<file path="config.mk">
export PLATFORM = sky130hd
export DESIGN_NAME = lzwbd_ctrl
export DESIGN_NICKNAME = d
export VERILOG_FILES = /design/src/hdl/lz_window_byte_decoder_macros.svh /design/src/hdl/lzwbd_pkg.sv /design/src/hdl/lzwbd_ctrl.sv
export SDC_FILE = /design/constraint.sdc
export NUM_CORES = 1
export LEC_CHECK = 0
export BUFFER_PORTS_ARGS = -buffer_cell sky130_fd_sc_hd__buf_2
export CAP_MARGIN = 0
export CORE_AREA = 5 5 42 44
export DETAILED_ROUTE_END_ITERATION = 8
export DIE_AREA = 0 0 47 49
export PLACE_DENSITY = 0.35
export SLEW_MARGIN = 30
export SYNTH_ARGS = -nofsm -noshare
export SYNTH_HDL_FRONTEND = slang
export SYNTH_SLANG_ARGS = --single-unit
export TNS_END_PERCENT = 50
</file>
<file path="constraint.sdc">
create_clock -name clk -period 1.2 [get_ports clk]
set_input_delay 0.06 -clock clk [delete_from_list [all_inputs] [get_ports clk]]
set_output_delay 0.06 -clock clk [all_outputs]
set_load 0.01 [all_outputs]
</file>
<file path="src/hdl/lz_window_byte_decoder_macros.svh">
// Assertion macros shared by the window byte decoder RTL.
// Defining NO_ASSERTIONS turns every macro into an empty body.
// The macros expect signals named clk and rst_n in the scope of use.
`ifndef LZ_WINDOW_BYTE_DECODER_MACROS_SVH
`define LZ_WINDOW_BYTE_DECODER_MACROS_SVH

`ifndef NO_ASSERTIONS
// Same-cycle implication, sampled on the rising clock edge, off during reset.
`define LZWBD_ASSERT_IMP(label, ante, cons) \
  label: assert property (@(posedge clk) disable iff (!rst_n) (ante) |-> (cons)) \
    else $error("lz_window_byte_decoder: same-cycle check failed");
// Next-cycle implication, sampled on the rising clock edge, off during reset.
`define LZWBD_ASSERT_NXT(label, ante, cons) \
  label: assert property (@(posedge clk) disable iff (!rst_n) (ante) |=> (cons)) \
    else $error("lz_window_byte_decoder: next-cycle check failed");
`else
`define LZWBD_ASSERT_IMP(label, ante, cons)
`define LZWBD_ASSERT_NXT(label, ante, cons)
`endif

`endif

</file>
<file path="src/hdl/lzwbd_pkg.sv">
// Shared types and constants of the window byte decoder.
// No dependencies; imported by the controller, datapath and top level.
package lzwbd_pkg;

  localparam int WIN_AW  = 12;
  localparam int HDR_W   = 5;
  localparam int LEN_W   = 32;
  localparam int RUN_W   = 9;
  localparam int WORD_W  = 64;
  localparam int CNT_W   = 4;

  // Token parser phases.
  localparam logic [1:0] PH_TOKEN   = 2'd0;
  localparam logic [1:0] PH_DIST_LO = 2'd1;
  localparam logic [1:0] PH_EXTRA   = 2'd2;

  // Controller to datapath.
  typedef struct packed {
    logic take;   // accept the input byte and update the parser
    logic put;    // write one decoded byte this cycle
    logic lit;    // the byte written is the held literal
  } cmd_t;

  // Datapath to controller.
  typedef struct packed {
    logic act_lit;    // the input byte decodes to a literal
    logic act_copy;   // the input byte completes a back-reference
    logic copy_last;  // one copy byte remains
    logic pack_room;  // the packing word takes another byte without emitting
    logic out_free;   // the output register can load this cycle
  } sts_t;

endpackage

</file>
<file path="src/hdl/lzwbd_ctrl.sv">
// Sequencing state machine of the window byte decoder.
// Depends on lzwbd_pkg for the command and status structs.
module lzwbd_ctrl (
  input  logic              clk,
  input  logic              rst_n,
  input  logic              in_valid,
  output logic              in_ready,
  input  lzwbd_pkg::sts_t   sts,
  output lzwbd_pkg::cmd_t   cmd
);
  import lzwbd_pkg::*;

  localparam logic [1:0] S_IDLE = 2'd0;
  localparam logic [1:0] S_LIT  = 2'd1;
  localparam logic [1:0] S_PREP = 2'd2;
  localparam logic [1:0] S_COPY = 2'd3;

  logic [1:0] state_r;
  logic [1:0] state_nxt;

  always_comb begin
    state_nxt = state_r;
    cmd       = '0;
    in_ready  = 1'b0;
    case (state_r)
      S_IDLE: begin
        in_ready = 1'b1;
        cmd.take = in_valid;
        if (in_valid && sts.act_lit) begin
          state_nxt = S_LIT;
        end else if (in_valid && sts.act_copy) begin
          state_nxt = S_PREP;
        end
      end
      S_LIT: begin
        cmd.lit = 1'b1;
        cmd.put = sts.out_free;
        if (sts.out_free) begin
          state_nxt = S_IDLE;
        end
      end
      // A wait state lets the history read settle on the new distance.
      S_PREP: begin
        state_nxt = S_COPY;
      end
      S_COPY: begin
        cmd.put = sts.out_free || (!sts.copy_last && sts.pack_room);
        if (cmd.put && sts.copy_last) begin
          state_nxt = S_IDLE;
        end
      end
      default: begin
        state_nxt = S_IDLE;
      end
    endcase
  end

  always_ff @(posedge clk) begin
    if (!rst_n) begin
      state_r <= S_IDLE;
    end else begin
      state_r <= state_nxt;
    end
  end

endmodule

</file>
==> flow_summary.json <==
{
  "rr_startpoint": "state_r[0]",
  "synth_most_common_cell": "dfxtp_1",
  "rows": 14,
  "grt_pass1_wl_um": 676,
  "syn_area_um2": 133.9,
  "p_leak_nw": 0.1202,
  "slew_headroom": 0.8396,
  "clock_skew_ps": 0.6462,
  "grt_pass1_vias": 187,
  "dp_cells": 41,
  "initial_utilization": 0.09554,
  "firstDrtPassIters": 2,
  "pwr-share-seq": 0.290,
  "power_density_mw_per_mm2": 1224,
  "drc": 0,
  "r2r_setup_slack_ps": 270,
  "end_kind": "primary output",
  "io_pins": 12,
  "hold-path-cell-count": 3,
  "cellInternalPower_mw": 0.2147,
  "min_to": "state_r[0]",
  "post-cts-setup-buffer-count": 0,
  "ctsHoldBuffers": 0,
  "clock_latency_ps": 220,
  "ys_top_cells_by_area": "dfxtp_1 30%, nor3b_2 9.3%, a32o_2 8.4%",
  "dieHeight_um": 49,
  "synth_fp_nets": 22,
  "worst_slew_pin_slew_ps": 240.3,
  "power_mw": 0.2834,
  "crit_family": "flip-flops",
  "synth_seq_cells": 2,
  "avgSynthCellArea_um2": 9.563,
  "gr-total-overflow": 0,
  "cts_resized": 0,
  "synthArstFlopShare": 0,
  "slowest_stage": "dfxtp_1",
  "power.share.clock": 0.506,
  "synth_edf_count": 0,
  "criticalPathCategory": "reg2out",
  "start_kind": "flip-flop",
  "fin_crit_sh": 0.9589,
  "final_cells": 44,
  "rsz0062_at_grt": "false",
  "p_switching_mw": 0.06870,
  "area_growth_pct": 72.90,
  "ant_nets": 0,
  "grt.total_usage": 0.04501,
  "core-area_mm2": 0.001401,
  "final_max_slew_viol_count": 0,
  "grt_max_degree": 8,
  "root_buffer": "clkbuf_4",
  "path_clk_slew_ps": 30,
  "drv_cap": 0,
  "synth_top_area_frac": 0.2991,
  "yosysWarnings": 0,
  "crit_buf_inv": 1,
  "worstPathRequired_ps": 1140,
  "max_stage_delay_ps": 350,
  "status": "finished clean",
  "synth-seq-area-share": 0.2991,
  "syn_inst": 14,
  "die_w_um": 47,
  "via_per_inst": 3.750,
  "ys_types": 13,
  "top_register": "state_r",
  "reg2reg_depth": 2,
  "synth_area_leader_cell": "dfxtp_1",
  "fmax_mhz": 869.1,
  "cts_tree": "yes",
  "drive_gt1_frac": 0.6429,
  "arrival_ps": 1090,
  "antenna_found_initial": 0,
  "die_area_mm2": 0.002303,
  "worstHoldStart": "rst_n",
  "top_regs": "state_r: 2 flops",
  "wl_um": 426,
  "wl_per_cell_um": 9.682,
  "port_buffers": 11,
  "htree_levels": 1,
  "clock_sinks": 2,
  "hold_path_class": "in2reg",
  "peakVddDrop_v": 0.0004872,
  "num_vias": 165,
  "combPwrFrac": 0.204,
  "period_needed_ps": 1151,
  "nNetsFinal": 38,
  "gp_congestion": 0.6862,
  "hold_viol": 0,
  "insertedDiodeCount": 0,
  "setup_viol": 0,
  "drt_iter0_markers": 3,
  "fin_setup_tns_ps": 0,
  "clk_path_buf_depth": 2,
  "yosys_most_used_dff": "dfxtp_1",
  "numCtsBuffers": 3,
  "crit_fanout": 7,
  "sw_frac_of_total": 0.2425,
  "final.fill_count": 173,
  "largest_reg_flops": 2,
  "r2r_end": "state_r[1]",
  "path_cells": "and3b_2, o21a_1, buf_2"
}
## metrics by stage
stage | util | setup WS, ps | cell area [um2] | hold WS, ps
2_1_floorplan | - | 351.8 | 133.9 | 170.7
3_3_place_gp | 0.1491 | 288.9 | 209.0 | 313.4
3_5_place_dp | 0.1491 | 277.7 | 209.0 | 306.0
4_1_cts | 0.1652 | 41.29 | 231.5 | 75.22
5_1_grt | 0.1652 | 6.650 | 231.5 | 78.40
6_report | 0.1652 | 49.32 | 231.5 | 80.51
## routing by layer
metal  routed length (um)  up-vias  track usage
met1                  192       73      0.04376
li1                     -       82            -
met3                   47        2      0.04059
met5                    0        -            0
met2                  173        8      0.04751
met4                   12        0      0.05530
## how the worst max path moves through the flow
stage                    start          to  slack (ps)  depth (start not counted)
floorplan           state_r[0]  state_r[1]         350                          2
global placement    state_r[1]      cmd[1]         290                          3
detailed placement  state_r[1]      cmd[1]         280                          3
CTS                 state_r[1]      cmd[1]          40                          3
global route        state_r[1]      cmd[1]           7                          3
finish              state_r[1]      cmd[1]          50                          3
## power groups by stage
stage	clock (mW)	combinational, mW	sequential, mW
detailed placement	0	0.0588	0.0824
global placement	0	0.0591	0.0823
global route	0.162	0.0634	0.0831
CTS	0.151	0.0593	0.0817
finish	0.143	0.0578	0.0821
floorplan	0	0.0298	0.0805
## worst register-to-register path, stage by stage, from the launching register on
cell and delay [ps]:
dfxtp_1 440, nand3_1 110, a32o_2 270
## kinds of logic (layout without fill, tap and decap cells)
family,count (synthesis),after routing,share of synthesized area
buffers and inverters,1,15,0.02801
flip-flops,2,2,0.2991
AO/OA/AOI/OAI,4,4,0.2617
AND/OR/NAND/NOR,7,7,0.4112
## placed cells by master, fill, tap and decap left out, drive strengths merged
cell type / n
a32o: 1
a311oi: 1
o21a: 1
nor2: 1
nand3: 1
clkbuf: 3
inv: 1
buf: 11
nor3b: 1
a211oi: 1
and2b: 1
nand2b: 1
dfxtp: 2
and3b: 2
## final cells by class
class	count	area (um2)	area share
multi-input cells	11	90.09	0.3892
repair buffers	11	55.05	0.2378
well taps	16	20.02	0.08649
inverters	1	3.754	0.01622
flip-flops and latches	2	40.04	0.1730
clock buffers	3	22.52	0.09730
Power figures use the tool's default switching activity.
